<file path="config.mk">
export PLATFORM = sky130hd
export DESIGN_NAME = hid_keyboard_report_to_key_events
export DESIGN_NICKNAME = d
export VERILOG_FILES = /design/src/rtl/hid_kbd_pkg.sv /design/src/rtl/hid_keyboard_report_to_key_events.sv
export SDC_FILE = /design/constraint.sdc
export NUM_CORES = 1
export LEC_CHECK = 0
export ABC_CLOCK_PERIOD_IN_PS = 5750
export BUFFER_PORTS_ARGS = -buffer_cell sky130_fd_sc_hd__buf_2
export CAP_MARGIN = 20
export CORE_MARGIN = 2
export CORE_UTILIZATION = 40
export CTS_CLUSTER_SIZE = 20
export DETAILED_ROUTE_END_ITERATION = 10
export SETUP_SLACK_MARGIN = 0.4
export SLEW_MARGIN = 10
export SYNTH_ARGS = -nofsm -noshare
export SYNTH_HDL_FRONTEND = slang
export SYNTH_SLANG_ARGS = --single-unit
</file>
<file path="constraint.sdc">
create_clock -name i_clk -period 5.75 [get_ports i_clk]
set_input_delay 0.8625 -clock i_clk [delete_from_list [all_inputs] [get_ports i_clk]]
set_output_delay 0.8625 -clock i_clk [all_outputs]
set_load 0.1 [all_outputs]
</file>
<file path="src/rtl/hid_kbd_pkg.sv">
`default_nettype none

package hid_kbd_pkg;

    localparam int KEY_SLOTS_DEF = 6;
    localparam int MAX_SLOTS     = 6;
    localparam int KEY_MAP_DEPTH = 256;
    localparam int ADDR_W        = $clog2(KEY_MAP_DEPTH);

    localparam logic [7:0] SHIFT_MASK  = 8'h22;
    localparam logic [7:0] CTRL_MASK   = 8'h11;
    localparam logic [7:0] CODE_CAPS   = 8'h39;
    localparam logic [7:0] CODE_NUM    = 8'h53;
    localparam logic [7:0] CODE_SCROLL = 8'h47;
    localparam logic [7:0] CODE_C      = 8'h06;
    localparam logic [7:0] CODE_PAUSE  = 8'h48;

    localparam logic [2:0] NUM_LED    = 3'b001;
    localparam logic [2:0] CAPS_LED   = 3'b010;
    localparam logic [2:0] SCROLL_LED = 3'b100;

    typedef struct packed {
        logic [7:0] modifier_byte;
        logic [7:0] key_slot_0;
        logic [7:0] key_slot_1;
        logic [7:0] key_slot_2;
        logic [7:0] key_slot_3;
        logic [7:0] key_slot_4;
        logic [7:0] key_slot_5;
    } t_report;

    typedef struct packed {
        logic        event_valid;
        logic [7:0]  scan_code;
        logic        key_went_down;
        logic        key_went_up;
        logic [7:0]  modifier_state;
        logic        caps_active;
        logic        break_request;
        logic [2:0]  lock_leds;
        logic        lock_leds_changed;
        logic [31:0] report_count;
        logic        last;
    } t_key_event;

endpackage

`default_nettype wire

</file>
<file path="src/rtl/hid_keyboard_report_to_key_events.sv">
`default_nettype none

// Boot keyboard report decoder. Each accepted report (modifier byte plus key
// slots, zero meaning empty) is compared against a 256 x 1 key map held in a
// synchronous RAM; one beat is sent per changed key in ascending usage-code
// order, followed by a closing beat (last = 1) carrying the lock LED bits,
// an LED-changed flag and the 32-bit report count. The map is swept one
// entry per cycle, but holds on a changed key while the output stalls,
// with read and write-back overlapped, and one report is decoded at a
// time. After reset the map is cleared in a pass during which o_in_stall
// stays high.
module hid_keyboard_report_to_key_events #(
    parameter int KEY_SLOTS = hid_kbd_pkg::KEY_SLOTS_DEF
) (
    input  wire                       i_clk,
    input  wire                       i_rst_n,
    input  wire                       i_in_valid,
    output logic                      o_in_stall,
    input  wire hid_kbd_pkg::t_report i_in_data,
    output logic                      o_out_valid,
    input  wire                       i_out_stall,
    output hid_kbd_pkg::t_key_event   o_out_data
);

    localparam int AW = hid_kbd_pkg::ADDR_W;
    localparam logic [AW-1:0] LAST_ADDR = {AW{1'b1}};

    typedef enum logic [1:0] {
        S_CLEAR,
        S_IDLE,
        S_SCAN,
        S_CLOSE
    } t_state;

    t_state r_state;
    logic [AW-1:0] r_addr;
    logic [7:0] r_mods;
    logic [7:0] r_slot [hid_kbd_pkg::MAX_SLOTS];
    logic r_caps;
    logic r_ctrl;
    logic [2:0] r_toggle;
    logic [2:0] r_leds;
    logic [31:0] r_count;
    logic r_out_valid;
    hid_kbd_pkg::t_key_event r_out;

    logic r_key_map [hid_kbd_pkg::KEY_MAP_DEPTH];
    logic r_rd;

    logic mem_we;
    logic mem_wdata;
    logic mem_re;
    logic [AW-1:0] mem_raddr;

    logic w_accept;
    logic w_out_free;
    logic w_cur;
    logic w_diff;
    logic w_down;
    logic w_adv;
    logic w_load;
    logic [7:0] w_in_slot [hid_kbd_pkg::MAX_SLOTS];
    logic [2:0] n_leds;
    logic [31:0] n_count;
    logic [2:0] n_toggle;

    assign w_in_slot[0] = i_in_data.key_slot_0;
    assign w_in_slot[1] = i_in_data.key_slot_1;
    assign w_in_slot[2] = i_in_data.key_slot_2;
    assign w_in_slot[3] = i_in_data.key_slot_3;
    assign w_in_slot[4] = i_in_data.key_slot_4;
    assign w_in_slot[5] = i_in_data.key_slot_5;

    assign o_in_stall  = (r_state != S_IDLE);
    assign w_accept    = i_in_valid && !o_in_stall;
    assign w_out_free  = !r_out_valid || !i_out_stall;
    assign o_out_valid = r_out_valid;
    assign o_out_data  = r_out;

    // membership of the scanned code in this report; code 0 never counts
    always_comb begin
        w_cur = 1'b0;
        for (int i = 0; i < KEY_SLOTS; i++) begin
            if (r_slot[i] != 8'd0 && r_slot[i] == 8'(r_addr)) begin
                w_cur = 1'b1;
            end
        end
    end

    assign w_diff = w_cur ^ r_rd;
    assign w_down = w_cur && !r_rd;
    assign w_adv  = (r_state == S_SCAN) && (!w_diff || w_out_free);
    assign w_load = ((r_state == S_SCAN) && w_adv && w_diff) ||
                    ((r_state == S_CLOSE) && w_out_free);

    always_comb begin
        n_toggle = r_toggle;
        if (w_down) begin
            if (8'(r_addr) == hid_kbd_pkg::CODE_CAPS) n_toggle = n_toggle | hid_kbd_pkg::CAPS_LED;
            if (8'(r_addr) == hid_kbd_pkg::CODE_NUM) n_toggle = n_toggle | hid_kbd_pkg::NUM_LED;
            if (8'(r_addr) == hid_kbd_pkg::CODE_SCROLL) begin
                n_toggle = n_toggle | hid_kbd_pkg::SCROLL_LED;
            end
        end
    end

    assign n_leds  = r_leds ^ r_toggle;
    assign n_count = r_count + 32'd1;

    always_comb begin
        mem_we    = 1'b0;
        mem_wdata = 1'b0;
        mem_re    = 1'b0;
        mem_raddr = '0;
        unique case (r_state)
            S_CLEAR: begin
                mem_we = 1'b1;
            end
            S_IDLE: begin
                mem_re = w_accept;
            end
            S_SCAN: begin
                mem_we    = w_adv;
                mem_wdata = w_cur;
                mem_re    = w_adv && (r_addr != LAST_ADDR);
                mem_raddr = AW'(r_addr + 1'b1);
            end
            S_CLOSE: begin
            end
            default: begin
            end
        endcase
    end

    // write goes to the entry just checked, read to the next one: never the same entry
    always_ff @(posedge i_clk) begin
        if (mem_we) begin
            r_key_map[r_addr] <= mem_wdata;
        end
        if (mem_re) begin
            r_rd <= r_key_map[mem_raddr];
        end
    end

    always_ff @(posedge i_clk) begin
        if (!i_rst_n) begin
            r_state     <= S_CLEAR;
            r_addr      <= '0;
            r_leds      <= '0;
            r_count     <= '0;
            r_toggle    <= '0;
            r_out_valid <= 1'b0;
        end else begin
            if (w_load) begin
                r_out_valid <= 1'b1;
            end else if (!i_out_stall) begin
                r_out_valid <= 1'b0;
            end
            unique case (r_state)
                S_CLEAR: begin
                    r_addr <= AW'(r_addr + 1'b1);
                    if (r_addr == LAST_ADDR) begin
                        r_state <= S_IDLE;
                    end
                end
                S_IDLE: begin
                    if (w_accept) begin
                        r_mods   <= i_in_data.modifier_byte;
                        r_slot   <= w_in_slot;
                        r_ctrl   <= |(i_in_data.modifier_byte & hid_kbd_pkg::CTRL_MASK);
                        r_caps   <= |(i_in_data.modifier_byte & hid_kbd_pkg::SHIFT_MASK)
                                    || |(r_leds & hid_kbd_pkg::CAPS_LED);
                        r_toggle <= '0;
                        r_addr   <= '0;
                        r_state  <= S_SCAN;
                    end
                end
                S_SCAN: begin
                    if (w_adv) begin
                        r_toggle <= n_toggle;
                        if (w_diff) begin
                            r_out.event_valid       <= 1'b1;
                            r_out.scan_code         <= 8'(r_addr);
                            r_out.key_went_down     <= w_down;
                            r_out.key_went_up       <= !w_down;
                            r_out.modifier_state    <= r_mods;
                            r_out.caps_active       <= r_caps;
                            r_out.break_request     <= w_down &&
                                ((8'(r_addr) == hid_kbd_pkg::CODE_C && r_ctrl) ||
                                 8'(r_addr) == hid_kbd_pkg::CODE_PAUSE);
                            r_out.lock_leds         <= r_leds;
                            r_out.lock_leds_changed <= 1'b0;
                            r_out.report_count      <= '0;
                            r_out.last              <= 1'b0;
                        end
                        if (r_addr == LAST_ADDR) begin
                            r_state <= S_CLOSE;
                        end else begin
                            r_addr <= AW'(r_addr + 1'b1);
                        end
                    end
                end
                S_CLOSE: begin
                    if (w_out_free) begin
                        r_leds                  <= n_leds;
                        r_count                 <= n_count;
                        r_out.event_valid       <= 1'b0;
                        r_out.scan_code         <= 8'd0;
                        r_out.key_went_down     <= 1'b0;
                        r_out.key_went_up       <= 1'b0;
                        r_out.modifier_state    <= r_mods;
                        r_out.caps_active       <= r_caps;
                        r_out.break_request     <= 1'b0;
                        r_out.lock_leds         <= n_leds;
                        r_out.lock_leds_changed <= |r_toggle;
                        r_out.report_count      <= n_count;
                        r_out.last              <= 1'b1;
                        r_state                 <= S_IDLE;
                    end
                end
                default: begin
                    r_state <= S_CLEAR;
                end
            endcase
        end
    end

    a_busy_after_accept: assert property (@(posedge i_clk) disable iff (!i_rst_n)
        (i_in_valid && !o_in_stall) |=> o_in_stall)
        else $error("input taken again right after accept");

    a_event_one_dir: assert property (@(posedge i_clk) disable iff (!i_rst_n)
        (o_out_valid && o_out_data.event_valid) |->
            $onehot({o_out_data.key_went_down, o_out_data.key_went_up}))
        else $error("event beat without exactly one direction");

    a_no_code_zero: assert property (@(posedge i_clk) disable iff (!i_rst_n)
        (o_out_valid && o_out_data.event_valid) |-> (o_out_data.scan_code != 8'd0))
        else $error("event for empty code");

    a_quiet_in_clear: assert property (@(posedge i_clk) disable iff (!i_rst_n)
        (r_state == S_CLEAR) |-> !o_out_valid)
        else $error("output beat during map clear");

endmodule

`default_nettype wire

</file>
==> metrics.txt, run 1 <==
status finished clean; CTS tree built; unrepaired setup endpoints after global routing false; post-layout min period 4670 ps; Most used DFF post-synth edfxtp_1; Max clock buf depth 3; PD cells 332 nW/µm²; drt pass-1 iters 6; Synth async-reset ratio 0%; Max IR drop VDD 0.212 mV; Initial Util 40.4%; #FFs+latches synth 422; Peak Freq 214 MHz; clk_skew 32.0 ps; antenna violations before repair 0; largest net degree at the start of global routing 152; Worst EP arrival 4920 ps; Setup WS pre-CTS 1200 ps; Vias 12,800; synthesis-to-layout area growth 14.0%; Top Ports 120; n_diodes 0; Synth Cell Area 18,800 µm²; WL/cell 21.5 µm; drt initial violations 1,500; global-route wire length before repair 74.5 mm; CP endpoint kind flip-flop; final core utilization 46.1%; via-per-instance ratio 5.57; Core Region 46,500 µm²; final setup TNS 0 ps; total leakage power 0.00722 µW; CTS sink cnt 422; Avg Inst Size Synth 12.1 µm²; M1 WL 20.8 mm; DRT Wirelength 49.2 mm; worst setup margin 1080 ps; cell with the most instances after synthesis edfxtp_1; die height 221 µm; Clock Root Buffer clkbuf_16; reg2reg setup slack 1080 ps; layout cells sized above 1 16.7%; GRT Residual Overflow 0; Setup violations, final 0; headroom to the max-slew limit 28.6%; Max-cap violations 0; post-route ant nets 0; Final Hold Viols 0; post-CTS setup buffers 0; Seq/Total Area, Yosys 64.9%; Least-Margin Pin Slew 1070 ps; PostCTS Resize Cnt 0; Post-synth top cells edfxtp_1, nor2_1, nand2_1, clkbuf_1, xnor2_1; Post-synth EDFFs 373; Final HPWL DP 31.4 mm; Synth top area share 59.7%; YS warnings 0; post-synth top area cell edfxtp_1; Post-Layout Cell Count 2,290; cts hold-fix bufs 0; row cnt 79; ranking of synthesized cells by area edfxtp_1, nor2_1, dfxtp_1; Worst-path clk slew 70 ps; Final Max Tran Viols 0; final period utilization 81.2%; synth unique cells 64; Layout Nets 1,718; GR Util All Layers 20.3%; GPL Wtd Cong 0.872; H-tree Lvls 2; wire length on met2 23.2 mm; Die X 221 µm; CP Max Fanout 19; placed cells 2,209; Mapped Cells 1,546; syn_nets 1,616; min-delay worst type reg -> reg; cts bufs inserted 44; top routing layer in use met4; vias in the first global route 12,400; port bufs 119; worst path required time 5990 ps; Crit Path Class reg -> reg; DRC 0; clock latency on the worst-skew pair 580 ps; met3 routed WL 3.68 mm; Worst Setup Start Kind flip-flop; die area 48,700 µm²
per-layer routing:
layer  track usage, %  vias up
met2             33.0      489
met4             7.16        0
met1             27.7     6396
li1                 -     5775
met3             3.44       93
met5                0        -
state kept, by name, indices dropped and copies added, names as in the netlist, 3 cells and up:
name,flops
r_mods,8
r_count,32
r_toggle,3
r_leds,3
r_key_map,256
o_out_data,58
r_slot,48
r_addr,8
path summary, 6_finish.rpt:
kind,from,endpoint,cells past startpoint
setup / recovery,r_addr[7],r_key_map[96],10
hold / removal,r_mods[5],o_out_data[44],0
setup reg to reg,r_addr[7],r_key_map[96],10
hold reg to reg,r_mods[5],o_out_data[44],0
placed cells by master, fill, tap and decap left out, drive strengths merged, types with 16 or more instances in the layout:
cell      n
a211oi   16
a21oi    48
buf     159
clkbuf   54
clkinv   26
dfxtp    49
edfxtp  373
mux2i    25
mux4     36
nand2   137
nand3    45
nand4    23
nor2    343
nor2b    21
nor3     27
nor4     20
o21ai    38
or3      21
xnor2    54
xor2     44
cell type report:
cell class / count / area (µm²)
Clock buffer: 54 / 1180
Fill cell: 4245 / 25100
Tap cell: 607 / 759
Sequential cell: 422 / 12200
Inverter: 14 / 52.6
Timing Repair Buffer: 159 / 921
Multi-Input combinational cell: 1007 / 6150
Clock inverter: 27 / 159
worst max-delay path, cell delays in order (launching register included):
cell and delay, ps:
dfxtp_1 900, xnor2_1 170, nand4_1 170, nor2_1 60
o22ai_1 160, or4b_2 660, ha_1 320, o21ai_0 140
nand2b_1 600, nand3_1 800, nor2_1 340
per-stage QoR:
step	power [µW]	instance area, µm²	hold slack, ps
after floorplan	4160	18800	400
after global placement	4470	20100	401
after detailed placement	4470	20100	406
after CTS	7150	21400	419
after global routing	7340	21400	424
final	7110	21400	417
kinds of logic (layout without fill, tap and decap cells):
| logic type | Yosys count | in the layout | synth area share [%] |
|---|---|---|---|
| AOI/OAI and AO/OA | 152 | 152 | 5.02 |
| xor gates and xnor gates | 98 | 98 | 4.65 |
| adders and majority gates | 10 | 10 | 0.666 |
| buffers and inverters | 117 | 254 | 2.57 |
| DFF | 422 | 422 | 64.9 |
| muxes | 66 | 66 | 5.95 |
| and+or+nand+nor | 681 | 681 | 16.3 |
where the power goes:
part	internal [µW]	leakage [µW]	total, µW	switching (µW)
Clock	1500	0.000659	2690	1190
Combinational	283	0.00220	923	640
Sequential	3380	0.00435	3500	120
No activity file was read; power rests on OpenSTA's default activity.
==> inputs of run 2 (changes only) <==
- ABC_CLOCK_PERIOD_IN_PS: 5750 -> 4100
- clock period: 5.75 -> 4.1 ns (I/O delays scaled with it)
==> run 2 against run 1 <==
Fmax increased by 31%. Sequential power up 38%. Utilization is 0.97 points higher. Critical endpoint is now r_key_map[249]. Sequential share of layout area is 1.2 points lower. Cell area rose by 2.1%. Largest cell class unchanged. Clock skew decreased by 14 ps. Clock power up 51%. Non-clock buffer count is 29 higher.
==> metrics.txt, run 2 (synthesis results as in run 1) <==
DRT Wirelength 48.6 mm; clock latency on the worst-skew pair 580 ps; CP Max Fanout 19; global-route wire length before repair 73.8 mm; H-tree Lvls 2; CTS tree built; GRT Residual Overflow 0; synthesis-to-layout area growth 16.4%; worst path required time 4350 ps; WP depth 12; Final Max Tran Viols 0; largest net degree at the start of global routing 148; placed instance area 20,300 µm²; via-per-instance ratio 5.43; R2R Path Start r_slot[27]; cts bufs inserted 45; PostCTS Resize Cnt 0; unrepaired setup endpoints after global routing false; cts hold-fix bufs 0; Core Region 46,500 µm²; hold path startpoint i_in_data[20]; Max-cap violations 0; drt initial violations 1,271; CP cell instances nor4_1 -> a21oi_1 -> o211ai_1 -> o21ai_0 -> or4b_2 -> ha_1 -> o21ai_0 -> nand2b_1 -> buf_4 -> nand3_2 -> buf_4 -> nor2_1; DRC 0; min-delay worst type in -> reg; port bufs 119; row cnt 79; GR Util All Layers 20.1%; end of the worst hold path r_slot[20]; GPL Wtd Cong 0.875; Die X 221 µm; Top Ports 120; crit-path max cell delay 720 ps; Peak Freq 281 MHz; Least-Margin Pin Slew 960 ps; headroom to the max-slew limit 34.3%; antenna violations before repair 0; Final Instance Area 21,900 µm²; Worst Setup Start Kind flip-flop; CP Buf/Inv Count 2; Final HPWL DP 31.0 mm; post-route ant nets 0; Initial Util 40.4%; Net Sw Frac 26.7%; commonest non-fill, non-tap cell in the layout edfxtp_1; Worst-path clk slew 60 ps; switching power total 2770 µW; Final Hold Viols 0; drt pass-1 iters 7; final period utilization 86.8%; Top Family by Delay on Critical Path simple AND/OR/NAND/NOR gates; Register-to-Register Path Depth 12; Clock Root Buffer clkbuf_16; final setup TNS 0 ps; Max clock buf depth 3; critical path's slowest cell or4b_2; layout cells sized above 1 19.0%; worst setup margin 540 ps; Layout Nets 1,748; CP endpoint kind flip-flop; Seq pwr share 46.7%; Comb power frac 14.3%; vias in the first global route 12,400; CTS sink cnt 422; status finished clean; WL/cell 21.0 µm; Worst R2R End r_key_map[249]; Crit Path Class reg -> reg; Worst EP arrival 3810 ps; Setup violations, final 0; P_int 7600 µW; clk_skew 17.7 ps; n_diodes 0; total leakage power 0.00742 µW; die area 48,700 µm²; hold path cells 1; number of flip-flops in the largest register 256; Max IR drop VDD 0.373 mV; Vias 12,600; post-layout min period 3560 ps; post-CTS setup buffers 0; commonest non-fill, non-tap cells in the layout edfxtp_1, nor2_1, nand2_1, buf_2, buf_4; Clk pwr share 39.0%; Setup WS pre-CTS 462 ps; die height 221 µm; PD cells 475 nW/µm²; Biggest register r_key_map; reg2reg setup slack 540 ps
[run 2: cell types whose count changed in the layout (fill, tap and decap cells not counted), sizes merged]
cell / delta
clkbuf: -2
buf: +29
bufinv: +4
clkinvlp: +3
clkinv: -4
[run 2: worst max-delay path by stage]
stage | start | to | slack (ps)
global route | r_addr[2] | r_addr[0] | 360
global placement | r_addr[5] | r_addr[4] | 420
CTS | r_addr[5] | r_addr[2] | 430
floorplan | r_addr[0] | r_key_map[105] | 420
finish | r_slot[27] | r_key_map[249] | 540
detailed placement | r_addr[1] | r_addr[2] | 460
[run 2: area by class of cell]
| type | instances | area [µm²] |
|---|---|---|
| multi-input cells | 1007 | 6180 |
| inverters | 14 | 56.3 |
| clock inverters | 30 | 268 |
| well taps | 607 | 759 |
| flip-flops and latches | 422 | 12200 |
| repair buffers | 188 | 1200 |
| fillers | 4243 | 24600 |
| clock buffers | 52 | 1190 |
[run 2: worst reg2reg max path, cell delays in order (launching register included)]
cell      delay [ps]
edfxtp_1         430
nor4_1           320
a21oi_1          100
o211ai_1         160
o21ai_0          190
or4b_2           720
ha_1             320
o21ai_0          120
nand2b_1         100
buf_4            230
nand3_2          170
buf_4            240
nor2_1           150
[run 2: power by group through the flow]
| stage | Combinational, µW | Sequential, µW | Clock, µW |
|---|---|---|---|
| 6_report | 1480 | 4840 | 4050 |
| 4_1_cts | 1440 | 4840 | 4140 |
| 3_3_place_gp | 1440 | 4930 | 0 |
| 3_5_place_dp | 1440 | 4930 | 0 |
| 2_1_floorplan | 888 | 4950 | 0 |
| 5_1_grt | 1580 | 4850 | 4310 |
[run 2: metal layers]
layer	vias to the layer above	track usage, %	share of wire, %
met2	443	32.1	47
met4	0	5.78	2.4
met1	6226	28.4	43
met3	82	3.42	7.0
li1	5845	-	-
met5	-	0	0
[run 2: through the flow]
step | power [µW] | hold slack, ps | cells | utilization [%]
floorplan | 5840 | 400 | 1546 | -
global placement | 6370 | 403 | 2238 | 43.7
detailed placement | 6370 | 405 | 2238 | 43.7
CTS | 10400 | 177 | 2320 | 46.9
global route | 10700 | 178 | 2320 | 47.0
finish | 10400 | 213 | 2320 | 47.0
